[config.mk]
export PLATFORM = sky130hd
export DESIGN_NAME = rational_arithmetic_unit_top_flat
export DESIGN_NICKNAME = d
export VERILOG_FILES = /design/src/hw/rtl/rau_pkg.sv /design/src/hw/rtl/rau_in_if.sv /design/src/hw/rtl/rau_out_if.sv /design/src/hw/rtl/rau_datapath.sv /design/src/hw/rtl/rau_ctrl.sv /design/src/hw/rtl/rational_arithmetic_unit_top.sv /design/src/flat_wrapper.sv
export SDC_FILE = /design/constraint.sdc
export NUM_CORES = 2
export LEC_CHECK = 0
export BUFFER_PORTS_ARGS = -buffer_cell sky130_fd_sc_hd__buf_4
export CORE_MARGIN = 4
export CORE_UTILIZATION = 45
export DETAILED_ROUTE_END_ITERATION = 10
export GPL_TIMING_DRIVEN = 0
export MAX_ROUTING_LAYER = met4
export SLEW_MARGIN = 40
export SYNTH_ARGS = -nofsm -noshare
export SYNTH_HDL_FRONTEND = slang
export SYNTH_HIERARCHICAL = 1
export SYNTH_SLANG_ARGS = --single-unit
[constraint.sdc]
create_clock -name clk -period 20.7 [get_ports clk]
set_clock_uncertainty 0.2 [all_clocks]
set_input_delay 3.105 -clock clk [delete_from_list [all_inputs] [get_ports clk]]
set_output_delay 3.105 -clock clk [all_outputs]
set_load 0.05 [all_outputs]
[src/hw/rtl/rau_pkg.sv]
// rational arithmetic unit package: opcodes, product selects, result width
// and the command/status structs between controller and datapath
// no dependencies
`default_nettype none

package rau_pkg;

  localparam int RES_W = 33;
  localparam int CMD_W = 2;

  localparam logic [CMD_W-1:0] CMD_ADD = 2'd0;
  localparam logic [CMD_W-1:0] CMD_SUB = 2'd1;
  localparam logic [CMD_W-1:0] CMD_MUL = 2'd2;
  localparam logic [CMD_W-1:0] CMD_DIV = 2'd3;

  localparam logic [1:0] SEL_P0  = 2'd0;
  localparam logic [1:0] SEL_P1  = 2'd1;
  localparam logic [1:0] SEL_DEN = 2'd2;

  typedef struct packed {
    logic       load;
    logic       mul_en;
    logic [1:0] mul_sel;
    logic       add_en;
    logic       gcd_init;
    logic       gcd_step;
    logic       div_init_num;
    logic       div_init_den;
    logic       div_step;
    logic       out_load;
  } rau_cmd_t;

  typedef struct packed {
    logic den_zero;
    logic num_zero;
    logic gcd_done;
    logic div_done;
    logic out_free;
  } rau_sts_t;

endpackage

`default_nettype wire

[src/hw/rtl/rau_in_if.sv]
// input channel of the rational arithmetic unit: valid/ready and operands
// depends on rau_pkg
`default_nettype none

interface rau_in_if #(
  parameter int W = 16
);
  import rau_pkg::*;

  logic                valid;
  logic                ready;
  logic [CMD_W-1:0]    cmd;
  logic signed [W-1:0] a_num;
  logic signed [W-1:0] a_den;
  logic signed [W-1:0] b_num;
  logic signed [W-1:0] b_den;

  modport source (output valid, cmd, a_num, a_den, b_num, b_den, input ready);
  modport sink   (input valid, cmd, a_num, a_den, b_num, b_den, output ready);
endinterface

`default_nettype wire

[src/hw/rtl/rau_out_if.sv]
// result channel of the rational arithmetic unit: valid/ready and result
// depends on rau_pkg
`default_nettype none

interface rau_out_if;
  import rau_pkg::*;

  logic                    valid;
  logic                    ready;
  logic signed [RES_W-1:0] res_num;
  logic signed [RES_W-1:0] res_den;
  logic                    zero_den_error;

  modport source (output valid, res_num, res_den, zero_den_error, input ready);
  modport sink   (input valid, res_num, res_den, zero_den_error, output ready);
endinterface

`default_nettype wire

[src/hw/rtl/rau_datapath.sv]
// datapath: operand load, shared multiplier, signed add, binary gcd,
// restoring divider and result register; depends on rau_pkg, rau_out_if
`default_nettype none

module rau_datapath #(
  parameter int W = 16
) (
  input  wire                        clk,
  input  wire                        rst_n,
  input  rau_pkg::rau_cmd_t          cmd_i,
  output rau_pkg::rau_sts_t          sts_o,
  input  wire [rau_pkg::CMD_W-1:0]   in_cmd,
  input  wire signed [W-1:0]         in_a_num,
  input  wire signed [W-1:0]         in_a_den,
  input  wire signed [W-1:0]         in_b_num,
  input  wire signed [W-1:0]         in_b_den,
  rau_out_if.source                  out_ch
);
  import rau_pkg::*;

  localparam int MW    = 2 * W;
  localparam int CNT_W = $clog2(MW + 1);

  function automatic logic [W-1:0] mag_of(input logic [W-1:0] v);
    return v[W-1] ? (~v + 1'b1) : v;
  endfunction

  logic [CMD_W-1:0] op_r;
  logic [W-1:0]     an_r, ad_r, bn_r, bd_r;
  logic             an_s_r, ad_s_r, bn_s_r, bd_s_r;

  logic [MW-1:0]    p0_r, p1_r, den_r, num_r;
  logic             p0_s_r, p1_s_r, den_s_r, num_s_r;

  logic [MW-1:0]    gx_r, gy_r, n_r, d_r;
  logic [MW-1:0]    rem_r, q_r, qn_r;
  logic [CNT_W-1:0] cnt_r;

  logic                    valid_r;
  logic signed [RES_W-1:0] res_num_r, res_den_r;
  logic                    err_r;

  // multiplier operand select
  logic [W-1:0]  mx, my;
  logic          mxs, mys;
  logic [MW-1:0] prod;
  logic          prod_s;

  always_comb begin
    mx  = an_r;
    mxs = an_s_r;
    my  = bd_r;
    mys = bd_s_r;
    unique case (cmd_i.mul_sel)
      SEL_P0: begin
        mx  = an_r;
        mxs = an_s_r;
        my  = (op_r == CMD_MUL) ? bn_r : bd_r;
        mys = (op_r == CMD_MUL) ? bn_s_r : bd_s_r;
      end
      SEL_P1: begin
        mx  = (op_r == CMD_ADD || op_r == CMD_SUB) ? ad_r : '0;
        mxs = ad_s_r;
        my  = bn_r;
        mys = bn_s_r;
      end
      default: begin
        mx  = ad_r;
        mxs = ad_s_r;
        my  = (op_r == CMD_DIV) ? bn_r : bd_r;
        mys = (op_r == CMD_DIV) ? bn_s_r : bd_s_r;
      end
    endcase
    prod   = MW'(mx) * MW'(my);
    prod_s = (prod != '0) && (mxs ^ mys);
  end

  // signed magnitude add
  logic          ys;
  logic [MW:0]   adif;
  logic [MW-1:0] sum_mag;
  logic          sum_s;

  always_comb begin
    ys   = p1_s_r ^ ((op_r == CMD_SUB) && (p1_r != '0));
    adif = {1'b0, p0_r} - {1'b0, p1_r};
    if (p0_s_r == ys) begin
      sum_mag = p0_r + p1_r;
      sum_s   = p0_s_r;
    end else if (!adif[MW]) begin
      sum_mag = adif[MW-1:0];
      sum_s   = p0_s_r;
    end else begin
      sum_mag = p1_r - p0_r;
      sum_s   = ys;
    end
    if (sum_mag == '0) begin
      sum_s = 1'b0;
    end
  end

  // binary gcd step and divider step
  logic [MW:0]   gdif;
  logic [MW-1:0] g_odd;
  logic [MW:0]   dshift, dtrial;

  always_comb begin
    gdif   = {1'b0, gx_r} - {1'b0, gy_r};
    g_odd  = gx_r | gy_r;
    dshift = {rem_r, q_r[MW-1]};
    dtrial = dshift - {1'b0, g_odd};
  end

  always_ff @(posedge clk) begin
    if (cmd_i.load) begin
      op_r   <= in_cmd;
      an_r   <= mag_of(in_a_num);
      ad_r   <= mag_of(in_a_den);
      bn_r   <= mag_of(in_b_num);
      bd_r   <= mag_of(in_b_den);
      an_s_r <= in_a_num[W-1];
      ad_s_r <= in_a_den[W-1];
      bn_s_r <= in_b_num[W-1];
      bd_s_r <= in_b_den[W-1];
    end
    if (cmd_i.mul_en) begin
      unique case (cmd_i.mul_sel)
        SEL_P0: begin
          p0_r   <= prod;
          p0_s_r <= prod_s;
        end
        SEL_P1: begin
          p1_r   <= prod;
          p1_s_r <= prod_s;
        end
        default: begin
          den_r   <= prod;
          den_s_r <= prod_s;
        end
      endcase
    end
    if (cmd_i.add_en) begin
      num_r   <= sum_mag;
      num_s_r <= sum_s;
    end
    if (cmd_i.gcd_init) begin
      gx_r <= num_r;
      gy_r <= den_r;
      n_r  <= num_r;
      d_r  <= den_r;
    end else if (cmd_i.gcd_step) begin
      priority if (!gx_r[0] && !gy_r[0]) begin
        gx_r <= gx_r >> 1;
        gy_r <= gy_r >> 1;
        n_r  <= n_r >> 1;
        d_r  <= d_r >> 1;
      end else if (!gx_r[0]) begin
        gx_r <= gx_r >> 1;
      end else if (!gy_r[0]) begin
        gy_r <= gy_r >> 1;
      end else if (!gdif[MW]) begin
        gx_r <= gdif[MW-1:0] >> 1;
      end else begin
        gy_r <= (gy_r - gx_r) >> 1;
      end
    end
    if (cmd_i.div_init_num) begin
      q_r   <= n_r;
      rem_r <= '0;
      cnt_r <= '0;
    end else if (cmd_i.div_init_den) begin
      qn_r  <= q_r;
      q_r   <= d_r;
      rem_r <= '0;
      cnt_r <= '0;
    end else if (cmd_i.div_step) begin
      cnt_r <= cnt_r + 1'b1;
      if (!dtrial[MW]) begin
        rem_r <= dtrial[MW-1:0];
        q_r   <= {q_r[MW-2:0], 1'b1};
      end else begin
        rem_r <= dshift[MW-1:0];
        q_r   <= {q_r[MW-2:0], 1'b0};
      end
    end
  end

  // result register
  logic [RES_W-1:0] qn_f, qd_f;

  always_comb begin
    qn_f = RES_W'(qn_r);
    qd_f = RES_W'(q_r);
  end

  always_ff @(posedge clk) begin
    if (!rst_n) begin
      valid_r <= 1'b0;
    end else if (cmd_i.out_load) begin
      valid_r <= 1'b1;
    end else if (out_ch.ready) begin
      valid_r <= 1'b0;
    end
  end

  always_ff @(posedge clk) begin
    if (cmd_i.out_load) begin
      priority if (den_r == '0) begin
        res_num_r <= '0;
        res_den_r <= '0;
        err_r     <= 1'b1;
      end else if (num_r == '0) begin
        res_num_r <= '0;
        res_den_r <= RES_W'(1);
        err_r     <= 1'b0;
      end else begin
        res_num_r <= num_s_r ? -qn_f : qn_f;
        res_den_r <= den_s_r ? -qd_f : qd_f;
        err_r     <= 1'b0;
      end
    end
  end

  assign out_ch.valid          = valid_r;
  assign out_ch.res_num        = res_num_r;
  assign out_ch.res_den        = res_den_r;
  assign out_ch.zero_den_error = err_r;

  assign sts_o.den_zero = (den_r == '0);
  assign sts_o.num_zero = (num_r == '0);
  assign sts_o.gcd_done = (gx_r == '0) || (gy_r == '0);
  assign sts_o.div_done = (cnt_r == CNT_W'(MW));
  assign sts_o.out_free = !valid_r || out_ch.ready;

endmodule

`default_nettype wire

[src/hw/rtl/rau_ctrl.sv]
// controller state machine: sequences multiply, add, gcd, two divisions
// and the result load, skipping gcd and divisions for a zero term; depends on rau_pkg
`default_nettype none

module rau_ctrl (
  input  wire               clk,
  input  wire               rst_n,
  input  wire               in_valid,
  output logic              in_ready,
  input  rau_pkg::rau_sts_t sts_i,
  output rau_pkg::rau_cmd_t cmd_o
);
  import rau_pkg::*;

  localparam logic [3:0] S_IDLE  = 4'd0;
  localparam logic [3:0] S_MUL0  = 4'd1;
  localparam logic [3:0] S_MUL1  = 4'd2;
  localparam logic [3:0] S_MUL2  = 4'd3;
  localparam logic [3:0] S_ADD   = 4'd4;
  localparam logic [3:0] S_CHECK = 4'd5;
  localparam logic [3:0] S_GCD   = 4'd6;
  localparam logic [3:0] S_DIVN  = 4'd7;
  localparam logic [3:0] S_DIVD  = 4'd8;
  localparam logic [3:0] S_OUT   = 4'd9;

  logic [3:0] state_r, state_nxt;

  always_comb begin
    state_nxt = state_r;
    cmd_o     = '0;
    in_ready  = 1'b0;
    unique case (state_r)
      S_IDLE: begin
        in_ready   = 1'b1;
        cmd_o.load = in_valid;
        if (in_valid) begin
          state_nxt = S_MUL0;
        end
      end
      S_MUL0: begin
        cmd_o.mul_en  = 1'b1;
        cmd_o.mul_sel = SEL_P0;
        state_nxt     = S_MUL1;
      end
      S_MUL1: begin
        cmd_o.mul_en  = 1'b1;
        cmd_o.mul_sel = SEL_P1;
        state_nxt     = S_MUL2;
      end
      S_MUL2: begin
        cmd_o.mul_en  = 1'b1;
        cmd_o.mul_sel = SEL_DEN;
        state_nxt     = S_ADD;
      end
      S_ADD: begin
        cmd_o.add_en = 1'b1;
        state_nxt    = S_CHECK;
      end
      S_CHECK: begin
        if (sts_i.den_zero || sts_i.num_zero) begin
          state_nxt = S_OUT;
        end else begin
          cmd_o.gcd_init = 1'b1;
          state_nxt      = S_GCD;
        end
      end
      S_GCD: begin
        if (sts_i.gcd_done) begin
          cmd_o.div_init_num = 1'b1;
          state_nxt          = S_DIVN;
        end else begin
          cmd_o.gcd_step = 1'b1;
        end
      end
      S_DIVN: begin
        if (sts_i.div_done) begin
          cmd_o.div_init_den = 1'b1;
          state_nxt          = S_DIVD;
        end else begin
          cmd_o.div_step = 1'b1;
        end
      end
      S_DIVD: begin
        if (sts_i.div_done) begin
          state_nxt = S_OUT;
        end else begin
          cmd_o.div_step = 1'b1;
        end
      end
      S_OUT: begin
        if (sts_i.out_free) begin
          cmd_o.out_load = 1'b1;
          state_nxt      = S_IDLE;
        end
      end
      default: begin
        state_nxt = S_IDLE;
      end
    endcase
  end

  always_ff @(posedge clk) begin
    if (!rst_n) begin
      state_r <= S_IDLE;
    end else begin
      state_r <= state_nxt;
    end
  end

  a_load_free: assert property (@(posedge clk) disable iff (!rst_n)
    cmd_o.out_load |-> sts_i.out_free)
    else $error("result loaded while output register busy");

  a_accept_seq: assert property (@(posedge clk) disable iff (!rst_n)
    (state_r == S_IDLE && in_valid) |=> (state_r == S_MUL0))
    else $error("accepted beat did not start the multiply sequence");

  a_gcd_step: assert property (@(posedge clk) disable iff (!rst_n)
    cmd_o.gcd_step |-> !sts_i.gcd_done)
    else $error("gcd stepped after completion");

  a_div_step: assert property (@(posedge clk) disable iff (!rst_n)
    cmd_o.div_step |-> !sts_i.div_done)
    else $error("divider stepped after completion");

endmodule

`default_nettype wire

[src/hw/rtl/rational_arithmetic_unit_top.sv]
// rational arithmetic unit top: controller plus datapath on valid/ready channels
// an input beat runs through load, three multiplies, add, zero check, the gcd loop and two
// divisions to the result load and result valid; a zero term skips the gcd loop and divisions
// one beat in flight: a new input beat is taken only once the last result is loaded; a waiting
// result holds the next beat only while it blocks the result load
// synchronous active-low reset returns the controller to idle and empties the output
`default_nettype none

module rational_arithmetic_unit_top #(
  parameter int OPERAND_WIDTH = 16
) (
  input  wire       clk,
  input  wire       rst_n,
  rau_in_if.sink    in_ch,
  rau_out_if.source out_ch
);
  import rau_pkg::*;

  rau_cmd_t cmd;
  rau_sts_t sts;
  logic     ctl_ready;

  assign in_ch.ready = ctl_ready;

  rau_ctrl u_ctrl (
    .clk      (clk),
    .rst_n    (rst_n),
    .in_valid (in_ch.valid),
    .in_ready (ctl_ready),
    .sts_i    (sts),
    .cmd_o    (cmd)
  );

  rau_datapath #(
    .W (OPERAND_WIDTH)
  ) u_dp (
    .clk      (clk),
    .rst_n    (rst_n),
    .cmd_i    (cmd),
    .sts_o    (sts),
    .in_cmd   (in_ch.cmd),
    .in_a_num (in_ch.a_num),
    .in_a_den (in_ch.a_den),
    .in_b_num (in_ch.b_num),
    .in_b_den (in_ch.b_den),
    .out_ch   (out_ch)
  );

endmodule

`default_nettype wire
[src/flat_wrapper.sv]
// flat-port wrapper written by rule: the top's interface ports become plain ports
module rational_arithmetic_unit_top_flat import rau_pkg::*;
#(
  parameter int OPERAND_WIDTH = 16
)
  (clk, rst_n, in_ch_valid, in_ch_cmd, in_ch_a_num, in_ch_a_den, in_ch_b_num, in_ch_b_den, in_ch_ready, out_ch_valid, out_ch_res_num, out_ch_res_den, out_ch_zero_den_error, out_ch_ready);
  rau_in_if in_ch_i ();
  rau_out_if out_ch_i ();
  input  wire clk;
  input  wire rst_n;
  input wire logic [$bits(in_ch_i.valid)-1:0] in_ch_valid;
  input wire logic [$bits(in_ch_i.cmd)-1:0] in_ch_cmd;
  input wire logic [$bits(in_ch_i.a_num)-1:0] in_ch_a_num;
  input wire logic [$bits(in_ch_i.a_den)-1:0] in_ch_a_den;
  input wire logic [$bits(in_ch_i.b_num)-1:0] in_ch_b_num;
  input wire logic [$bits(in_ch_i.b_den)-1:0] in_ch_b_den;
  output wire logic [$bits(in_ch_i.ready)-1:0] in_ch_ready;
  output wire logic [$bits(out_ch_i.valid)-1:0] out_ch_valid;
  output wire logic [$bits(out_ch_i.res_num)-1:0] out_ch_res_num;
  output wire logic [$bits(out_ch_i.res_den)-1:0] out_ch_res_den;
  output wire logic [$bits(out_ch_i.zero_den_error)-1:0] out_ch_zero_den_error;
  input wire logic [$bits(out_ch_i.ready)-1:0] out_ch_ready;
  assign in_ch_i.valid = in_ch_valid;
  assign in_ch_i.cmd = in_ch_cmd;
  assign in_ch_i.a_num = in_ch_a_num;
  assign in_ch_i.a_den = in_ch_a_den;
  assign in_ch_i.b_num = in_ch_b_num;
  assign in_ch_i.b_den = in_ch_b_den;
  assign in_ch_ready = in_ch_i.ready;
  assign out_ch_valid = out_ch_i.valid;
  assign out_ch_res_num = out_ch_i.res_num;
  assign out_ch_res_den = out_ch_i.res_den;
  assign out_ch_zero_den_error = out_ch_i.zero_den_error;
  assign out_ch_i.ready = out_ch_ready;
  rational_arithmetic_unit_top #(.OPERAND_WIDTH(OPERAND_WIDTH)) u_core (.clk(clk), .rst_n(rst_n), .in_ch(in_ch_i), .out_ch(out_ch_i));
endmodule
==> results_dict.tcl <==
set metrics [dict create \
    cp_max_fo 10 \
    gp_congestion 0.984 \
    h-tree-depth 2 \
    rrSetupSlack_ns 9.43 \
    nNetsFinal 5049 \
    min_period_over_period_pct 54.4 \
    hold_viol_final 0 \
    rows 109 \
    cts-root-buf "clkbuf_16" \
    crit_path_start_kind "flip-flop" \
    firstDrtPassIters 6 \
    min_to "u_core/u_dp/rem_r[5]" \
    setup_viol 0 \
    crit_type "reg2reg" \
    grt_pass1_wl_um 197000 \
    syn_area_mm2 0.0406 \
    ys_ff_latch 504 \
    worst_ep_required_time_ns 20.95 \
    status "complete, no violations" \
    drive_gt1_share_pct 8.48 \
    grt_setup_unrepaired "false" \
    layout_common_cells "inv_1 (509), edfxtp_1 (461), nor2_1 (388), nand2_1 (359), ha_1 (330)" \
    clkSlewWorstSetupHoldPaths_ns 0.06 \
    die-area_mm2 0.0950 \
    syn_inst 4230 \
    routed_wl_um 130000 \
    num_vias 33100 \
    reg2reg_from "u_core/u_ctrl/state_r[3]" \
    worstSetupEndpointType "flip-flop" \
    die_w_um 308 \
    final_common_cell "inv_1" \
    grt_usage_pct 28.1 \
    timing.rr.end "u_core/u_dp/den_s_r" \
    postRouteAntennaNets 0 \
    cpMostUsedCell "fa_1" \
    clk_latency_ns 0.65 \
    finish.utilization_pct 51.2 \
    clockBufferDepth 3 \
    instances_no_fill 5660 \
    grt_max_degree 47 \
    finalMaxSlewViolations 0 \
    grt_pass1_vias 32500 \
    critPathArrivalTime_ns 11.52 \
    viasPerCell 5.85 \
    start_util_pct 45.6 \
    yosysSeqAreaShare_pct 36.2 \
    timing.fmax_mhz 88.7 \
    relSlewSlack_pct 41.1 \
    core-area_mm2 0.0889 \
    ys_warn_count 6 \
    ios 139 \
    slowest_stage "clkbuf_1" \
    synth-async-reset-ratio_pct 0 \
    die_h_um 308 \
    routedWlPerCell_um 23.1 \
    drtIter0Drc 3385 \
    r2r_cells 32 \
    overflow 0 \
    path_buf_inv 7 \
    cts_tree "built" \
    holdBufCountCts 0 \
    cts_resized 0 \
    drcViolationCount 0 \
    period_needed_ns 11.27 \
    crit_family "adder cells" \
    yosysUniqueCellTypes 78 \
    max_slew.worst_pin.slew_ns 0.880 \
    cts_buffers 56 \
    holdPathStages 2 \
    synth_edf_count 461 \
    maxCapViolCount 0 \
    syn_nets 4830 \
    hold_start "u_core/u_dp/rem_r[4]" \
    antenna_found_initial 3 \
    portBuffers 138 \
    cts_sinks 504 \
    place_hpwl_um 105000 \
    cts_setup_buffers 0 \
    setup_tns_ns 0 \
    hold_class "reg2reg" \
    synthFlopType "edfxtp_1" \
    max_stage_delay_ns 0.65 \
    place_inst 5556 \
    area_growth_syn_to_layout_pct 12.3 \
    syn_area_per_cell_um2 9.59 \
]
## area by class of cell
type,count,area (um^2)
clock inverter,38,538
tap,1165,1460
inverter,512,1920
sequential,504,14700
buffer,173,657
clock buffer,63,1430
multi-input combinational,3041,23500
fill,8362,43400
antenna,3,7.51
timing repair buffer,161,1320
## Yosys cell counts (37+ instances only)
cell type / count / share of area (%)
a21oi_1: 252 / 3.1
mux2i_1: 66 / 1.6
ha_1: 330 / 10
dfxtp_1: 43 / 2.1
nand2_1: 360 / 3.3
o31ai_1: 51 / 0.94
clkbuf_1: 150 / 1.4
o21ai_0: 231 / 2.8
o21bai_1: 47 / 0.87
nor3_1: 66 / 0.81
fa_1: 200 / 9.9
edfxtp_1: 461 / 34
nand3_1: 39 / 0.48
a21o_1: 52 / 0.96
a211oi_1: 37 / 0.68
xnor2_1: 160 / 3.5
a221oi_1: 38 / 0.82
nor4_1: 60 / 0.93
mux2_2: 62 / 1.7
a31oi_1: 50 / 0.77
nand2b_1: 37 / 0.57
xor2_1: 100 / 2.2
inv_1: 509 / 4.7
or3_1: 48 / 0.74
nor2_1: 390 / 3.6
## how the worst max path moves through the flow
stage,from,endpoint,slack (ns),cells past startpoint
6_report,u_core/u_ctrl/state_r[3],u_core/u_dp/den_s_r,9.43,32
5_1_grt,u_core/u_ctrl/state_r[3],u_core/u_dp/den_s_r,8.93,32
4_1_cts,u_core/u_ctrl/state_r[3],u_core/u_dp/den_s_r,9.56,31
3_5_place_dp,u_core/u_ctrl/state_r[3],u_core/u_dp/den_s_r,9.62,31
3_3_place_gp,u_core/u_ctrl/state_r[3],u_core/u_dp/den_s_r,9.81,32
2_1_floorplan,u_core/u_ctrl/state_r[3],u_core/u_dp/den_s_r,11.46,31
## layer usage
layer	up-vias	GRT usage, %	share of wire [%]
met5	-	-	0
met4	0	9.77	4.1
met3	261	3.91	7.5
met2	1328	45.6	47
met1	16200	36.2	41
li1	15300	-	-
## stage by stage
stage	area (um^2)	worst slack, ns	hold WS [ns]
2_1_floorplan	40600	11.46	0.254
3_3_place_gp	43100	9.81	0.274
3_5_place_dp	43500	9.62	0.279
4_1_cts	45500	9.56	0.263
5_1_grt	45600	8.93	0.304
6_report	45600	9.43	0.259
## kinds of logic (layout without fill, tap and decap cells)
family	Yosys count	in the layout	synth area share, %
AND/OR/NAND/NOR	1175	1175	13.5
AO/OA/AOI/OAI	948	948	14.9
adder cells (fa/ha/maj)	530	530	20.0
other	0	3	0
XOR/XNOR	260	260	5.61
multiplexers	128	128	3.35
flip-flops	504	504	36.2
buffers and inverters	685	947	6.36
## tightest hold or removal path, cell delays in order, from the launching register on
cell     delay [ns]
dfxtp_1        0.33
nand2_1        0.06
a31oi_1        0.07
Power is left out: the tool's default activity adds up to more than one toggle a clock period on the data nets, which glitch-free logic cannot reach.
